File: config.mk
export PLATFORM = sky130hd
export DESIGN_NAME = fhla_ctrl
export DESIGN_NICKNAME = d
export VERILOG_FILES = /design/src/design/fhla_pkg.sv /design/src/design/fhla_ctrl.sv
export VERILOG_INCLUDE_DIRS = /design/src /design/src/design
export SDC_FILE = /design/constraint.sdc
export NUM_CORES = 1
export LEC_CHECK = 0
export ABC_AREA = 1
export BUFFER_PORTS_ARGS = -buffer_cell sky130_fd_sc_hd__buf_2
export CORE_AREA = 5 5 42 44
export CTS_BUF_LIST = sky130_fd_sc_hd__clkbuf_8 sky130_fd_sc_hd__clkbuf_16
export DETAILED_ROUTE_END_ITERATION = 10
export DIE_AREA = 0 0 47 49
export GPL_ROUTABILITY_DRIVEN = 1
export PLACE_DENSITY_LB_ADDON = 0.2
export SYNTH_ARGS = -nofsm -noshare
export SYNTH_HDL_FRONTEND = slang
export SYNTH_SLANG_ARGS = --single-unit
File: constraint.sdc
create_clock -name clk -period 1.4 [get_ports clk]
set_input_delay 0.07 -clock clk [delete_from_list [all_inputs] [get_ports clk]]
set_output_delay 0.07 -clock clk [all_outputs]
set_load 0.01 [all_outputs]
File: src/design/assert_macros.svh
// Assertion macros shared by the allocator RTL.
`ifndef ASSERT_MACROS_SVH
`define ASSERT_MACROS_SVH
`ifndef SYNTHESIS
`define ASSERT_AT(lbl, clk, rst_n, prop) \
	lbl: assert property (@(posedge clk) disable iff (!rst_n) prop) \
	else $error("assertion failed");
`define ASSERT_NEVER(lbl, clk, rst_n, expr) \
	lbl: assert property (@(posedge clk) disable iff (!rst_n) !(expr)) \
	else $error("assertion failed");
`else
`define ASSERT_AT(lbl, clk, rst_n, prop)
`define ASSERT_NEVER(lbl, clk, rst_n, expr)
`endif
`endif

File: src/design/fhla_pkg.sv
// Shared types and constants of the free hole list allocator.
package fhla_pkg;

	localparam int MAX_HOLES_DEF = 64;
	localparam int SIZE_BITS_DEF = 16;
	localparam int REQ_W         = 16;
	localparam int OFF_W         = 32;
	localparam int HOLES_W       = 7;
	localparam int MODE_W        = 2;

	// fit modes; any other code behaves as worst fit
	localparam logic [MODE_W-1:0] MODE_FIRST = 2'd0;
	localparam logic [MODE_W-1:0] MODE_BEST  = 2'd1;

	localparam logic KIND_ALLOC = 1'b0;

	typedef enum logic [1:0] {
		ST_ALLOC = 2'd0,
		ST_NOFIT = 2'd1,
		ST_FREED = 2'd2,
		ST_FULL  = 2'd3
	} status_t;

	typedef enum logic [1:0] {
		OP_NONE      = 2'd0,
		OP_REMOVE    = 2'd1,
		OP_PLACE_IN  = 2'd2,
		OP_PLACE_REM = 2'd3
	} op_t;

	// controller to datapath
	typedef struct packed {
		op_t     op;
		logic    push;
		status_t status;
	} cmd_t;

	// datapath to controller
	typedef struct packed {
		logic full;
		logic hit;
		logic split;
	} dp_sts_t;

	// one result item
	typedef struct packed {
		status_t             status;
		logic [OFF_W-1:0]    offset;
		logic [HOLES_W-1:0]  holes;
	} res_t;

endpackage

File: src/design/fhla_ctrl.sv
// Controller: sequences allocate, free and remainder re-insert.
`include "assert_macros.svh"
module fhla_ctrl (
	input  logic               clk,
	input  logic               arst_n,
	input  logic               in_valid,
	input  logic               kind,
	input  logic               spare_full,
	input  fhla_pkg::dp_sts_t  sts,
	output logic               in_ready,
	output fhla_pkg::cmd_t     cmd
);
	typedef enum logic [1:0] {
		S_IDLE  = 2'b01,
		S_SPLIT = 2'b10
	} state_t;

	state_t state_q, state_nx;
	logic   accept;

	assign in_ready = (state_q == S_IDLE) && !spare_full;
	assign accept   = in_valid && in_ready;

	// next state and command decode
	always_comb begin
		state_nx   = state_q;
		cmd.op     = fhla_pkg::OP_NONE;
		cmd.push   = 1'b0;
		cmd.status = fhla_pkg::ST_NOFIT;
		case (state_q)
			S_IDLE: begin
				if (accept) begin
					if (kind == fhla_pkg::KIND_ALLOC) begin
						if (!sts.hit) begin
							cmd.push   = 1'b1;
							cmd.status = fhla_pkg::ST_NOFIT;
						end else begin
							cmd.op     = fhla_pkg::OP_REMOVE;
							cmd.status = fhla_pkg::ST_ALLOC;
							if (sts.split) begin
								state_nx = S_SPLIT;
							end else begin
								cmd.push = 1'b1;
							end
						end
					end else if (sts.full) begin
						cmd.push   = 1'b1;
						cmd.status = fhla_pkg::ST_FULL;
					end else begin
						cmd.op     = fhla_pkg::OP_PLACE_IN;
						cmd.push   = 1'b1;
						cmd.status = fhla_pkg::ST_FREED;
					end
				end
			end
			S_SPLIT: begin
				cmd.op     = fhla_pkg::OP_PLACE_REM;
				cmd.push   = 1'b1;
				cmd.status = fhla_pkg::ST_ALLOC;
				state_nx   = S_IDLE;
			end
			default: begin
				state_nx = S_IDLE;
			end
		endcase
	end

	always_ff @(posedge clk or negedge arst_n) begin
		if (!arst_n) begin
			state_q <= S_IDLE;
		end else begin
			state_q <= state_nx;
		end
	end

	`ASSERT_AT(a_split_one_cycle, clk, arst_n, (state_q == S_SPLIT) |=> (state_q == S_IDLE))

endmodule

* Yosys cells after proc, flatten, opt, wreduce, memory -nomap -nowiden
Cells that the tools add are included.
** Operators by class
- Add/subtract/negate cells :: 0
- $mul :: 0
- Divide/modulo/power cells :: 0
- Order comparisons :: 0
- Equality and inequality tests :: 6
- Shift operators :: 0
- Muxes and demuxes :: 13
- Bitwise logic cells :: 0
- Reductions and logical operators :: 4
** Operators by type and width (number)
- $mux 2 :: 6
- $mux 5 :: 2
- $pmux 5 s2 :: 1
- $ne 2x2->1 const B :: 4
- $reduce_and 4->1 :: 1
- $mux 1 :: 3
- $mux 3 :: 1
- $eq 2x1->1 const B :: 1
- $eq 2x2->1 const B :: 1
- $logic_and 1x1->1 :: 2
- $logic_not 1->1 :: 1
** Storage, ports and cells
- Register bits after elaboration :: 2
- Bits in latches :: 0
- Bits in writable memories :: 0
- Bits in read-only memories :: 0
- Input port bits :: 8
- Word-level logic and storage cells :: 24
- Memories kept :: 0

* Logic depth before layout (Yosys ltp)
- Word-level depth :: 5
- Gate-level depth with buffers :: 7
- Mapped depth without buffers :: 7

* Least setup slack after synthesis
No wires, ideal clock.
- Kind :: reg2out
- From :: register state_q[0]
- To :: output port cmd[1] (netlist bit)
- Arrival :: 1.199 ns
- Setup slack :: 0.131 ns
- Stages on the path, launching flop included :: 4
- Cell sequence :: dfstp_2 -> inv_1 -> ha_1 -> nor3_1
** RTL lines
- start: declaration :: RTL line fhla_ctrl.sv:18 : state_t state_q, state_nx;
- start signal: assignment :: RTL line fhla_ctrl.sv:72 : state_q <= state_nx;
- end: declaration :: RTL line fhla_ctrl.sv:11 : output fhla_pkg::cmd_t cmd

==> metrics.cfg <==
[status]
status = complete, but fails checks
violations = setup timing

[cts]
insertion_delay_ns = 0.21
cts_tree = yes
numCtsBuffers = 3
cts.htree.levels = 1
cts.clk_slew.worst_paths_ns = 0.03
cts_sinks = 2
cts_buffer_depth = 2
root_buffer = clkbuf_8

[power]
ir_worst_vdd_v = 0.000597
power.share.sequential = 0.138
netSwitchingPower_mw = 0.321
pwr-share-comb = 0.584
clock_power_share = 0.278
p_per_area_nw_per_um2 = 2020
p_sw_frac = 0.378
p_leak_nw = 0.236
p_int_mw = 0.528

[sta]
fin_crit_ns = 1.48
fin_ws_ns = -0.0780
tightest_slew_ns = 0.143
min_period_over_period = 1.06
max_slew_margin = 0.904
clock_skew_ns = 0.00323
finalSetupTns_ns = -0.335
finalHoldViolations = 0
drv_slew = 0
setup_viol = 5
clock.fmax_ghz = 0.677
rsz0062_at_grt = true

[synth]
netlist_top_cells_area = nor2_1 18%, nand2_1 14%, dfstp_2 13%, dfrtp_1 12%, ha_1 12%
avgSynthCellArea_um2 = 5.97
synth_top_area_share = 0.180
ys_seq_area_frac = 0.246
yosysWarnings = 0
ys_seq_elements = 2
syn_nets = 45
synth_cells = 35
syn-cell-area_um2 = 209
ys_types = 11
synth_top_area_cell = nor2_1

[routing]
top_layer = met4
wl_met3_um = 45
routed_wl_um = 676
wl_met2_um = 347
dr_total_vias = 279
drtPass1Iterations = 2
wire_per_inst_um = 9.26
ant_nets = 0
drc = 0
route.layer.met1.wl_um = 267
viasPerCell = 3.82
first_iter_violations = 10

[finish]
fin_util = 0.301
regMostFlops = state_q
syn2layout_area_growth_pct = 102
mostFrequentLayoutCell = buf_2
drive_gt1_frac = 0.491
reg_top3 = state_q: 2 flops
fin_area_um2 = 422
nNetsFinal = 68
layout.cells.non_filler = 73
final_cell_mix = 13 x buf_2, 9 x nor2_1, 8 x nand2_1
largest_reg_flops = 2
antenna_cells = 0

[floorplan]
top_level_ports = 14
die-area_um2 = 2300
coreArea_um2 = 1400
die_h_um = 49
initial_utilization = 0.149
die_width_um = 47
row_count = 14

[global_routing]
globalRouteOverflowTotal = 0
grt_max_degree = 6
grt_pass1_wl_mm = 1.07
grt.total_usage = 0.0697
grt_pass1_vias = 276
grt_antenna_before_repair = 0

[critical_path]
cp.required_ns = 1.33
critPathMaxFanout = 5
crit_type = reg -> out
cp-start-kind = flip-flop
cp_data_arrival_time_ns = 1.41
crit_path_end_kind = output pin

[place]
routabilityCongestion = 0.704
dp_cells = 66
port_buffers = 13
place_area_um2 = 309
dp_hpwl_um = 477
pre_cts_ws_ns = 0.0815

[hold_path]
hold_class = in -> reg

[job]
maxCapViolCount = 0

==> worst max-delay path, cell delays in order, from the launching register on <==
cell and delay, ns:
dfstp_2 0.55, ha_4 0.16, nand3_4 0.11, nor2_4 0.10, nor2_1 0.04, nor2_1 0.09
buf_2 0.14
==> timing repair <==
item,4_1_cts,5_1_grt
endpoints found under the setup margin,5,6
setup buffers,1,1
hold buffers,1,0
gates cloned,0,0
pin swaps,3,2
resized for setup,7,1
hold endpoints to repair,2,0
==> synth_stat cells <==
master	count
dfrtp_1	1
dfstp_2	1
nor2_1	10
or2_2	1
ha_1	2
nor2_2	1
nand2_1	8
o21ai_0	3
nor3_1	1
inv_1	6
nand3_2	1
==> worst paths after layout <==
path | slack (ns) | cells past startpoint | startpoint | to
max | -0.08 | 6 | state_q[0] | cmd[3]
max in group asynchronous | 1.04 | 2 | arst_n | state_q[0]
min | 0.12 | 3 | sts[0] | state_q[1]
min in group asynchronous | 0.17 | 2 | arst_n | state_q[1]
max reg2reg | 0.14 | 7 | state_q[0] | state_q[0]
min reg2reg | 0.49 | 2 | state_q[0] | state_q[0]
==> final cells by class <==
type	count	area [um2]
clock buffers	3	41.3
fillers	167	980
repair buffers	18	105
inverters	6	22.5
multi-input cells	27	178
clock inverters	1	3.75
well taps	16	20.0
flip-flops and latches	2	51.3
==> power by group through the flow <==
stage	Combinational [mW]	Sequential [mW]	Clock (mW)
after CTS	0.487	0.117	0.243
after floorplan	0.225	0.106	0
final	0.496	0.117	0.236
after global placement	0.377	0.109	0
after global routing	0.549	0.120	0.258
after detailed placement	0.371	0.110	0
==> metrics by stage <==
stage | power, mW | hold WS (ns)
final | 0.850 | 0.120
after global routing | 0.927 | 0.131
after CTS | 0.847 | 0.121
after detailed placement | 0.481 | -0.143
after global placement | 0.487 | -0.144
after floorplan | 0.331 | -0.226
==> cells by family after synthesis <==
kind of cell / Yosys count / synth area share
compound gates: 3 / 0.0718
fa+ha+maj: 2 / 0.120
simple gates: 22 / 0.455
buf+inv: 6 / 0.108
flops: 2 / 0.246
==> layer usage <==
metal	track usage	up-vias
met5	0	-
met4	0.0691	0
met3	0.0332	2
met2	0.0995	9
met1	0.0681	120
li1	-	148
Power figures use the tool's default switching activity.
