### config.mk
export PLATFORM = sky130hd
export DESIGN_NAME = fhla_outbuf
export DESIGN_NICKNAME = d
export VERILOG_FILES = /design/src/design/fhla_pkg.sv /design/src/design/fhla_outbuf.sv
export VERILOG_INCLUDE_DIRS = /design/src /design/src/design
export SDC_FILE = /design/constraint.sdc
export NUM_CORES = 1
export LEC_CHECK = 0
export BUFFER_PORTS_ARGS = -buffer_cell sky130_fd_sc_hd__buf_2
export CAP_MARGIN = 20
export CELL_PAD_IN_SITES_DETAIL_PLACEMENT = 1
export CELL_PAD_IN_SITES_GLOBAL_PLACEMENT = 1
export CORE_MARGIN = 2
export CORE_UTILIZATION = 47
export DETAILED_ROUTE_END_ITERATION = 12
export GPL_TIMING_DRIVEN = 0
export PLACE_DENSITY = 0.95
export SYNTH_ARGS = -nofsm -noshare
export SYNTH_HDL_FRONTEND = slang
export SYNTH_SLANG_ARGS = --single-unit
### constraint.sdc
create_clock -name clk -period 6.21 [get_ports clk]
set_input_delay 0.9315 -clock clk [delete_from_list [all_inputs] [get_ports clk]]
set_output_delay 0.9315 -clock clk [all_outputs]
set_load 0.1 [all_outputs]
### src/design/assert_macros.svh
// Assertion macros shared by the allocator RTL.
`ifndef ASSERT_MACROS_SVH
`define ASSERT_MACROS_SVH
`ifndef SYNTHESIS
`define ASSERT_AT(lbl, clk, rst_n, prop) \
	lbl: assert property (@(posedge clk) disable iff (!rst_n) prop) \
	else $error("assertion failed");
`define ASSERT_NEVER(lbl, clk, rst_n, expr) \
	lbl: assert property (@(posedge clk) disable iff (!rst_n) !(expr)) \
	else $error("assertion failed");
`else
`define ASSERT_AT(lbl, clk, rst_n, prop)
`define ASSERT_NEVER(lbl, clk, rst_n, expr)
`endif
`endif

### src/design/fhla_pkg.sv
// Shared types and constants of the free hole list allocator.
package fhla_pkg;

	localparam int MAX_HOLES_DEF = 64;
	localparam int SIZE_BITS_DEF = 16;
	localparam int REQ_W         = 16;
	localparam int OFF_W         = 32;
	localparam int HOLES_W       = 7;
	localparam int MODE_W        = 2;

	// fit modes; any other code behaves as worst fit
	localparam logic [MODE_W-1:0] MODE_FIRST = 2'd0;
	localparam logic [MODE_W-1:0] MODE_BEST  = 2'd1;

	localparam logic KIND_ALLOC = 1'b0;

	typedef enum logic [1:0] {
		ST_ALLOC = 2'd0,
		ST_NOFIT = 2'd1,
		ST_FREED = 2'd2,
		ST_FULL  = 2'd3
	} status_t;

	typedef enum logic [1:0] {
		OP_NONE      = 2'd0,
		OP_REMOVE    = 2'd1,
		OP_PLACE_IN  = 2'd2,
		OP_PLACE_REM = 2'd3
	} op_t;

	// controller to datapath
	typedef struct packed {
		op_t     op;
		logic    push;
		status_t status;
	} cmd_t;

	// datapath to controller
	typedef struct packed {
		logic full;
		logic hit;
		logic split;
	} dp_sts_t;

	// one result item
	typedef struct packed {
		status_t             status;
		logic [OFF_W-1:0]    offset;
		logic [HOLES_W-1:0]  holes;
	} res_t;

endpackage

### src/design/fhla_outbuf.sv
// Two-entry result buffer between the datapath and the output channel.
`include "assert_macros.svh"
module fhla_outbuf (
	input  logic            clk,
	input  logic            arst_n,
	input  logic            push,
	input  fhla_pkg::res_t  din,
	input  logic            out_ready,
	output logic            out_valid,
	output fhla_pkg::res_t  dout,
	output logic            spare_full
);
	logic           out_v_q, sp_v_q;
	fhla_pkg::res_t out_q, sp_q;
	logic           pop;

	assign pop        = out_v_q && out_ready;
	assign out_valid  = out_v_q;
	assign dout       = out_q;
	assign spare_full = sp_v_q;

	// valid flags
	always_ff @(posedge clk or negedge arst_n) begin
		if (!arst_n) begin
			out_v_q <= 1'b0;
			sp_v_q  <= 1'b0;
		end else begin
			if (!out_v_q || pop) begin
				out_v_q <= sp_v_q || push;
				sp_v_q  <= 1'b0;
			end else if (push) begin
				sp_v_q <= 1'b1;
			end
		end
	end

	// payload
	always_ff @(posedge clk) begin
		if (!out_v_q || pop) begin
			out_q <= sp_v_q ? sp_q : din;
		end else if (push) begin
			sp_q <= din;
		end
	end

	`ASSERT_NEVER(a_push_overrun, clk, arst_n, push && sp_v_q)
	`ASSERT_NEVER(a_spare_alone, clk, arst_n, sp_v_q && !out_v_q)

endmodule

# == After elaboration in Yosys (flattened, before gate mapping) ==
# Cells that the tools add are included.
# word_totals
reg_bits,84
in_bits,45
output_inout_bits,43
word_cells,18
# op_classes
mux,3
bitwise,1
reduce_logical,6
# ops
operator,count
$mux 41,1
$logic_or 1x1->1,2
$mux 1,2
$reduce_and 2->1,1
$reduce_bool 2->1,1
$logic_and 1x1->1,1
$logic_not 1->1,1
$not 1->1,1

# == Logic depth before layout (Yosys ltp) ==
# Gate-level depths: netlist (run 1).
# logic_depth
ltp_word,4
ltp_mapped,4
ltp_nobuf,2

# == Worst setup path after synthesis (run 1) ==
# OpenSTA, ideal clock, no wires.
# synth_path
kind,register to register
start,"reg out_v_q, in the netlist out_valid"
end,reg sp_q[0] (netlist name) (enable)
setup_time_ns,0.439
arrival_ns,4.009
required_time_ns,5.771
slack_ns,1.762
stages_incl_launch_ff,3
n_path_buf,0
period_less_slack_ns,4.448
path_cell_list,dfrtp_1 -> nand2b_1 -> nor2_1
# synth_via
elab_chain_cells,4
word_cells_on_any_way,5
cone_classes,bitwise: 1; reduce/logical: 4
# synth_lines
element,line_no,rtl
"start, declared",fhla_outbuf.sv:13,"logic out_v_q, sp_v_q;"
"start signal, assigned",fhla_outbuf.sv:29,out_v_q <= sp_v_q || push;
$logic_not 1->1 / $logic_and 1x1->1 (equally long branches),"fhla_outbuf.sv:39, fhla_outbuf.sv:17",
$logic_or 1x1->1 (*),fhla_outbuf.sv:39,if (!out_v_q || pop) begin
$not 1->1 (no source line) (*),n/a,
$reduce_and 2->1 (no source line) (*),n/a,
"end signal, assigned",fhla_outbuf.sv:42,sp_q <= din;
"end, declared",fhla_outbuf.sv:14,"fhla_pkg::res_t out_q, sp_q;"
# Mark *: on every way between the ends. The rest lies on a longest branch, timed or not.
# A chain may end at the register's enable or synchronous reset.

# == Worst setup path after layout (run 1) ==
# layout_path
start,in out_ready
end,reg sp_q[10] (netlist name) (enable)
# layout_via
elab_chain_cells,4
# layout_lines
element,line_no,rtl
"start, declared",fhla_outbuf.sv:8,"input logic out_ready,"
$logic_and 1x1->1,fhla_outbuf.sv:17,assign pop = out_v_q && out_ready;
$logic_or 1x1->1,fhla_outbuf.sv:39,
$not 1->1 (no source line),n/a,
$reduce_and 2->1 (no source line),n/a,
# No other way between the ends.

==> results of run 1 <==
==> layout by cell type, fill, tap and decap left out <==
| master | netlist | final |
|---|---|---|
| buf_2 | 0 | 87 |
| edfxtp_1 | 82 | 82 |
| mux2_4 | 39 | 39 |
| clkbuf_8 | 0 | 9 |
| buf_12 | 4 | 5 |
| mux2_2 | 2 | 2 |
| nor2_1 | 3 | 2 |
| clkinv_4 | 0 | 2 |
| clkinv_2 | 0 | 2 |
| dfrtp_1 | 2 | 2 |
| buf_6 | 1 | 1 |
| nand2b_2 | 0 | 1 |
| inv_1 | 1 | 1 |
| nor2_4 | 0 | 1 |
| nand2_1 | 1 | 1 |
| clkinvlp_4 | 0 | 1 |
| clkbuf_1 | 0 | 1 |
| bufinv_16 | 0 | 1 |
| buf_16 | 0 | 1 |
==> final cells by class <==
type,instances,area [um2],area share
Buffer,5,91.3,0.0227
Clock buffer,10,128,0.0317
Clock inverter,6,65.1,0.0162
Inverter,1,3.75,0.000933
Multi-Input combinational cell,46,639,0.159
Sequential cell,84,2510,0.625
Tap cell,80,100,0.0249
Timing Repair Buffer,89,483,0.120
==> synthesized netlist by cell type (all sizes together) <==
| master | number |
|---|---|
| nand2 | 1 |
| dfrtp | 2 |
| buf | 5 |
| edfxtp | 82 |
| nand2b | 1 |
| nor2 | 3 |
| mux2 | 41 |
| inv | 1 |
==> layer usage <==
layer	GRT usage	vias to the layer above	share of wire
li1	-	735	-
met1	0.193	769	0.38
met2	0.307	72	0.54
met3	0.0531	15	0.052
met4	0.102	0	0.025
met5	0	-	0
==> logic make-up (layout without fill, tap and decap cells) <==
group                  after synthesis  in the layout  share of synthesized area
muxes                               41             41                      0.188
buffers and inverters                6            111                     0.0294
and+or+nand+nor                      5              5                    0.00657
DFF                                 84             84                      0.776
==> flip-flops by register name (all words and copies together) (netlist names) <==
name        flops
spare_full      1
dout           41
sp_q           41
out_valid       1
==> where the power goes <==
| group | switching, mW | internal (mW) |
|---|---|---|
| Sequential | 0.0115 | 0.670 |
| Combinational | 0.250 | 0.0763 |
| Clock | 0.189 | 0.186 |
| Total | 0.450 | 0.932 |
==> metrics by stage <==
step | std cells | hold slack [ns] | cell area [um2] | power (mW)
after CTS | 321 | 0.337 | 4020 | 1.40
after detailed placement | 305 | 0.538 | 3830 | 1.02
after global placement | 303 | 0.529 | 3770 | 1.01
final | 321 | 0.361 | 4020 | 1.38
after global routing | 321 | 0.334 | 4020 | 1.43
after floorplan | 136 | 0.523 | 3240 | 0.958
==> worst min path at each step <==
stage	cells after the start	slack (ns)	from	endpoint
after global routing	1	0.33	arst_n	out_valid
after detailed placement	1	0.54	sp_q[21]	dout[21]
after global placement	1	0.53	sp_q[4]	dout[4]
after CTS	1	0.34	arst_n	out_valid
after floorplan	1	0.52	sp_q[38]	dout[38]
final	1	0.36	arst_n	out_valid
==> impl_metrics.json, run 1 <==
{
  "cts.sinks": 84,
  "grt_max_degree": 28,
  "vias_per_cell": 4.96,
  "path_class": "in -> reg",
  "cts_tree": "built",
  "setup_viol": 0,
  "clkLatencyLatePin_ns": 0.35,
  "r2r_start": "out_valid",
  "dp_slack_ns": 3.44,
  "die_w_um": 87.0,
  "avgSynthCellArea_um2": 23.8,
  "period_minus_slack_ns": 2.39,
  "drtIter0Drc": 50,
  "synth.ff_latch_count": 84,
  "num_antenna_cells": 0,
  "crit_family": "simple AND/OR/NAND/NOR gates",
  "synth_seq_area_share": 0.776,
  "worstRegToRegCells": 4,
  "area_delta_synth_final_pct": 24.3,
  "setup_tns_ns": 0,
  "ff2ff_setup_slack_ns": 4.23,
  "grt_overflow_total": 0,
  "path_clk_slew_ns": 0.08,
  "synth_top_cell_by_area": "edfxtp_1",
  "hold_viol": 0,
  "crit_chain": "buf_2, nand2b_2, buf_16, nor2_4, buf_12",
  "cp_slowest_cell": "nand2b_2",
  "wl_per_cell_um": 19.4,
  "start_util": 0.482,
  "status": "completed",
  "final_util": 0.599,
  "power.leakage_nw": 1.63,
  "ioPinCount": 88,
  "cap_violations": 0,
  "die_y_um": 87.0,
  "ctsResizeCount": 0,
  "crit_cells": 5,
  "place_congestion": 0.667,
  "synth_area_mm2": 0.00324,
  "worstReg2RegEnd": "sp_q[10]",
  "ir_drop_mv": 0.179,
  "slowest_delay_ns": 0.44,
  "dp_hpwl_mm": 4.54,
  "rows": 30,
  "die-area_mm2": 0.00757,
  "clk_path_buf_depth": 2,
  "rsz0062_at_grt": "false",
  "cts_setup_buffers": 0,
  "synth_nets": 181,
  "detail-route-antenna-nets": 0,
  "grt_pass1_wl_mm": 9.45,
  "synth.distinct_cells": 10,
  "path_buf_inv": 3,
  "core_region_area_mm2": 0.00672,
  "synth.top_cell.area_share": 0.761,
  "num-fill-cells": 597,
  "crit_start": "out_ready",
  "cts_root_buf": "clkbuf_8",
  "numCtsBuffers": 9,
  "powerDensity_mw_per_mm2": 344,
  "grt_usage": 0.178,
  "grt_antenna_before_repair": 0,
  "skew_ns": 0.0104,
  "start_kind": "input pin",
  "layout.nets": 281,
  "cp-end-kind": "register",
  "clock.fmax_mhz": 419,
  "tightest_slew_ns": 0.569,
  "worst_slack_ns": 3.82,
  "h-tree-depth": 3,
  "synth_area_leaders": "edfxtp_1, mux2_4, buf_12",
  "cts_hold_buffers": 0,
  "hp-class": "in -> async",
  "vias": 1591,
  "drt_wl_total_mm": 6.23,
  "worstPathRequired_ns": 6.26,
  "dr.pass1.iters": 4,
  "finalMaxSlewViolations": 0,
  "critPathCapture": "sp_q[10]",
  "cp_max_fo": 27,
  "cp.arrival_ns": 2.43,
  "port_buffers": 87,
  "drc": 0,
  "synthCells": 136,
  "fin_crit_sh": 0.384,
  "relSlewSlack": 0.620,
  "grt_pass1_vias": 1726,
  "ys_warn_count": 0,
  "drive_above_1_share": 0.631
}
Power figures use the tool's default switching activity.
==> run 2, diff against run 1 <==
CORE_UTILIZATION = 44   (was 47)
PLACE_DENSITY = 0.91   (was 0.95)
clock period = 2.32 ns   (was 6.21 ns; I/O delays follow)
==> impl_metrics.json, run 2 (synthesized netlist as in run 1, its figures left out) <==
{
  "status": "completed",
  "start_kind": "register",
  "tightest_slew_ns": 0.608,
  "routedLengthMet1_mm": 2.39,
  "fin_crit_sh": 0.750,
  "die_y_um": 89.8,
  "skew_ns": 0.0122,
  "slowest_delay_ns": 0.41,
  "vias": 1590,
  "dp_hpwl_mm": 4.26,
  "start_util": 0.451,
  "drt_wl_total_mm": 5.90,
  "die-area_mm2": 0.00806,
  "path_class": "reg -> reg",
  "place_inst": 322,
  "layout_common_cells": "buf_2, edfxtp_1, mux2_4",
  "grt_max_degree": 45,
  "relSlewSlack": 0.595,
  "port_buffers": 87,
  "cap_violations": 0,
  "worstPathRequired_ns": 2.35,
  "drive_above_1_share": 0.628,
  "core_region_area_mm2": 0.00718,
  "wl_per_cell_um": 17.5,
  "ir_drop_mv": 0.315,
  "cts.sinks": 84,
  "vias_per_cell": 4.70,
  "grt_pass1_vias": 1750,
  "path_buf_inv": 1,
  "detail-route-antenna-nets": 0,
  "grt_pass1_wl_mm": 9.49,
  "area_delta_synth_final_pct": 24.3,
  "cp_slowest_cell": "nor2_4",
  "grt_overflow_total": 0,
  "crit_chain": "nand2b_4, nor2_4, buf_12",
  "placed_cell_area_mm2": 0.00381,
  "path_clk_slew_ns": 0.08,
  "final_common_cell": "buf_2",
  "numCtsBuffers": 9,
  "instances_no_fill": 338,
  "power.leakage_nw": 1.62,
  "rows": 31,
  "clk_path_buf_depth": 2,
  "p_total_mw": 3.66,
  "powerDensity_mw_per_mm2": 909,
  "drc": 0,
  "setup_viol": 0,
  "cp.arrival_ns": 1.77,
  "dr.pass1.iters": 4,
  "cp-end-kind": "register",
  "h-tree-depth": 3,
  "dr.max_layer_used": "met4",
  "die_w_um": 89.8,
  "worst_slack_ns": 0.581,
  "hold_viol": 0,
  "hp-class": "in -> reg",
  "finalMaxSlewViolations": 0,
  "rsz0062_at_grt": "false",
  "clkLatencyLatePin_ns": 0.34,
  "grt_usage": 0.158,
  "layout.nets": 281,
  "drtIter0Drc": 81,
  "cts_root_buf": "clkbuf_8",
  "num_antenna_cells": 0,
  "cts_tree": "built",
  "place_congestion": 0.702,
  "routed-wl-met2_mm": 3.11,
  "wl_met3_um": 213,
  "period_minus_slack_ns": 1.74,
  "crit_family": "simple AND/OR/NAND/NOR gates",
  "dp_slack_ns": -0.0586,
  "clock.fmax_mhz": 575,
  "ioPinCount": 88,
  "cp_max_fo": 44,
  "setup_tns_ns": 0,
  "final_util": 0.561,
  "design_area_mm2": 0.00402,
  "holdWs_ns": 0.191,
  "ctsResizeCount": 0,
  "grt_antenna_before_repair": 0
}
run 2: changes by cell type in the layout (fill, tap and decap cells not counted):
cell | previous run | this run
dfrtp_2 | 0 | 1
nand2b_4 | 0 | 1
clkinvlp_4 | 1 | 0
dfrtp_1 | 2 | 1
dlygate4sd3_1 | 0 | 1
buf_16 | 1 | 0
clkinv_2 | 2 | 1
nand2b_2 | 1 | 0
run 2: final timing paths:
kind | end | cells past startpoint | from | slack, ns
worst max-delay path | sp_q[32] | 3 | out_valid | 0.58
worst min-delay path | sp_q[20] | 1 | din[20] | 0.19
worst max register to register | sp_q[32] | 3 | out_valid | 0.58
worst min register to register | dout[33] | 1 | sp_q[33] | 0.55
max in group asynchronous | out_valid | 2 | arst_n | 1.89
min in group asynchronous | out_valid | 2 | arst_n | 0.32
run 2: cell type report:
type                            count  area [um2]
Timing Repair Buffer               89         465
Clock inverter                      4        52.6
Fill cell                         668        3150
Multi-Input combinational cell     46         644
Sequential cell                    84        2510
Inverter                            1        3.75
Buffer                              5        91.3
Tap cell                           99         124
Clock buffer                       10         128
run 2: power breakdown:
group          switching [mW]  total (mW)  internal, mW  leakage [nW]
registers              0.0295        1.82          1.79         0.813
logic                   0.661       0.860         0.199         0.716
clock network           0.484       0.972         0.488        0.0922
total                    1.18        3.66          2.48          1.62
run 2: layer usage:
layer / global-route usage / up-vias
li1: - / 736
met1: 0.184 / 787
met2: 0.275 / 54
met3: 0.0285 / 13
met4: 0.0910 / 0
met5: 0 / -
run 2: what timing repair did:
item,4_1_cts,5_1_grt
hold buffers,1,0
hold endpoints to repair,2,0
buffers inserted,0,0
==> run 3, diff against run 2 <==
clock period = 1.7 ns   (was 2.32 ns; I/O delays follow)
==> impl_metrics.json, run 3 (synthesized netlist as in run 1, its figures left out) <==
{
  "status": "completed",
  "grt_pass1_wl_mm": 9.93,
  "crit_family": "simple AND/OR/NAND/NOR gates",
  "crit_chain": "nand2b_4, nor2_4, buf_12",
  "detail-route-antenna-nets": 0,
  "min_to": "sp_q[22]",
  "num_antenna_cells": 0,
  "cts_root_buf": "clkbuf_8",
  "die_w_um": 89.8,
  "r2r_start": "out_valid",
  "seqCellArea_mm2": 0.00252,
  "layout_common_cells": "buf_2, edfxtp_1, mux2_4",
  "p_seq_frac": 0.476,
  "cp-end-kind": "register",
  "powerDensity_mw_per_mm2": 1260,
  "rsz0062_at_grt": "false",
  "vias": 1632,
  "start_util": 0.451,
  "relSlewSlack": 0.532,
  "ioPinCount": 88,
  "cts_tree": "built",
  "place_inst": 322,
  "final_util": 0.578,
  "layout.nets": 288,
  "grt_usage": 0.166,
  "p_int_mw": 3.56,
  "comb_power_share": 0.231,
  "drt_wl_total_mm": 6.25,
  "worstReg2RegEnd": "sp_q[29]",
  "tightest_slew_ns": 0.703,
  "ir_drop_mv": 0.653,
  "drc": 0,
  "die-area_mm2": 0.00806,
  "worstRegToRegCells": 3,
  "numCtsBuffers": 9,
  "dr.pass1.iters": 4,
  "rows": 31,
  "drive_above_1_share": 0.641,
  "skew_ns": 0.00775,
  "clkLatencyLatePin_ns": 0.35,
  "num-fill-cells": 672,
  "grt_pass1_vias": 1744,
  "hp-class": "in -> reg",
  "die_y_um": 89.8,
  "setup_viol": 0,
  "core_region_area_mm2": 0.00718,
  "drtIter0Drc": 65,
  "power.leakage_nw": 1.67,
  "clk_path_buf_depth": 2,
  "port_buffers": 87,
  "grt_max_degree": 48,
  "start_kind": "register",
  "wl_per_cell_um": 18.0,
  "grt_antenna_before_repair": 0,
  "cp_slowest_cell": "nand2b_4",
  "cts.sinks": 84,
  "final_common_cell": "buf_2",
  "path_clk_slew_ns": 0.08,
  "clock.fmax_mhz": 652,
  "cp.arrival_ns": 1.65,
  "period_minus_slack_ns": 1.53,
  "hold_viol": 0,
  "ff2ff_setup_slack_ns": 0.17,
  "finalMaxSlewViolations": 0,
  "slowest_delay_ns": 0.53,
  "vias_per_cell": 4.70,
  "fin_crit_sh": 0.903,
  "instances_no_fill": 347,
  "area_delta_synth_final_pct": 28.2,
  "clkPwrFrac": 0.293,
  "path_class": "reg -> reg",
  "grt_overflow_total": 0,
  "p_sw_frac": 0.319,
  "worstPathRequired_ns": 1.81,
  "cap_violations": 0,
  "multi_input_area_um2": 678,
  "path_buf_inv": 1,
  "power_switching_mw": 1.67,
  "dp_hpwl_mm": 4.12,
  "place_congestion": 0.680,
  "min_from": "din[22]",
  "h-tree-depth": 3,
  "whs_path_depth": 1,
  "cp_max_fo": 47
}
-- run 3: cell types whose count changed in the layout (fill, tap and decap cells not counted), sizes merged --
cell | previous run | this run
clkbuf | 10 | 9
inv | 1 | 2
bufinv | 1 | 2
nor2 | 3 | 6
clkinv | 3 | 4
buf | 93 | 97
-- run 3: worst reg2reg max path, cell delays in order (launching register included) --
cell,delay [ns]
dfrtp_4,0.49
nand2b_4,0.53
nor2_4,0.11
buf_12,0.18
-- run 3: how the worst max path moves through the flow --
stage | slack, ns | cells after the start | to | start
2_1_floorplan | -0.37 | 2 | sp_q[0] | out_valid
4_1_cts | -0.009 | 2 | sp_q[5] | out_valid
3_3_place_gp | -0.52 | 3 | sp_q[24] | out_ready
3_5_place_dp | -0.61 | 3 | sp_q[19] | out_ready
5_1_grt | 0.07 | 3 | sp_q[21] | out_valid
6_report | 0.17 | 3 | sp_q[29] | out_valid
-- run 3: area by class of cell --
cell class | instances | share of cell area
tap | 99 | 0.0299
clock buffer | 9 | 0.0299
sequential | 84 | 0.607
multi-input combinational | 49 | 0.163
inverter | 1 | 0.000905
clock inverter | 7 | 0.0217
buffer | 5 | 0.0220
timing repair buffer | 93 | 0.125
-- run 3: power groups by stage --
stage / logic, mW / clock network (mW) / registers [mW]
2_1_floorplan: 0.256 / 0 / 3.25
3_3_place_gp: 1.15 / 0 / 2.53
3_5_place_dp: 1.18 / 0 / 2.54
4_1_cts: 1.19 / 1.58 / 2.49
5_1_grt: 1.25 / 1.64 / 2.51
6_report: 1.21 / 1.53 / 2.49
-- run 3: timing repair --
| action | in CTS | in global routing |
|---|---|---|
| hold buffers | 1 | 0 |
| buffers inserted | 0 | 5 |
| gates cloned | 3 | 0 |
| gates resized for setup | 3 | 0 |
| hold endpoints to repair | 2 | 0 |
| pin swaps | 2 | 2 |
| setup endpoints to repair | 41 | 41 |
-- run 3: through the flow --
step                      worst slack (ns)  cell area (um2)  power (mW)  TNS [ns]  hold WS [ns]
final                                0.165             4150        5.23         0        0.0936
after global placement              -0.524             3820        3.69    -21.36        0.0415
after detailed placement            -0.605             3820        3.72    -24.74        0.0478
after CTS                         -0.00929             4070        5.27   -0.0416        0.0696
after global routing                0.0736             4150        5.39         0        0.0799
after floorplan                     -0.374             3260        3.50    -15.33       -0.0406
-- run 3: layer usage --
| metal | vias to the layer above | GRT usage | share of wire |
|---|---|---|---|
| met5 | - | 0 | 0 |
| met4 | 0 | 0.0641 | 0.016 |
| met3 | 7 | 0.0503 | 0.047 |
| li1 | 749 | - | - |
| met1 | 818 | 0.200 | 0.41 |
| met2 | 58 | 0.281 | 0.52 |
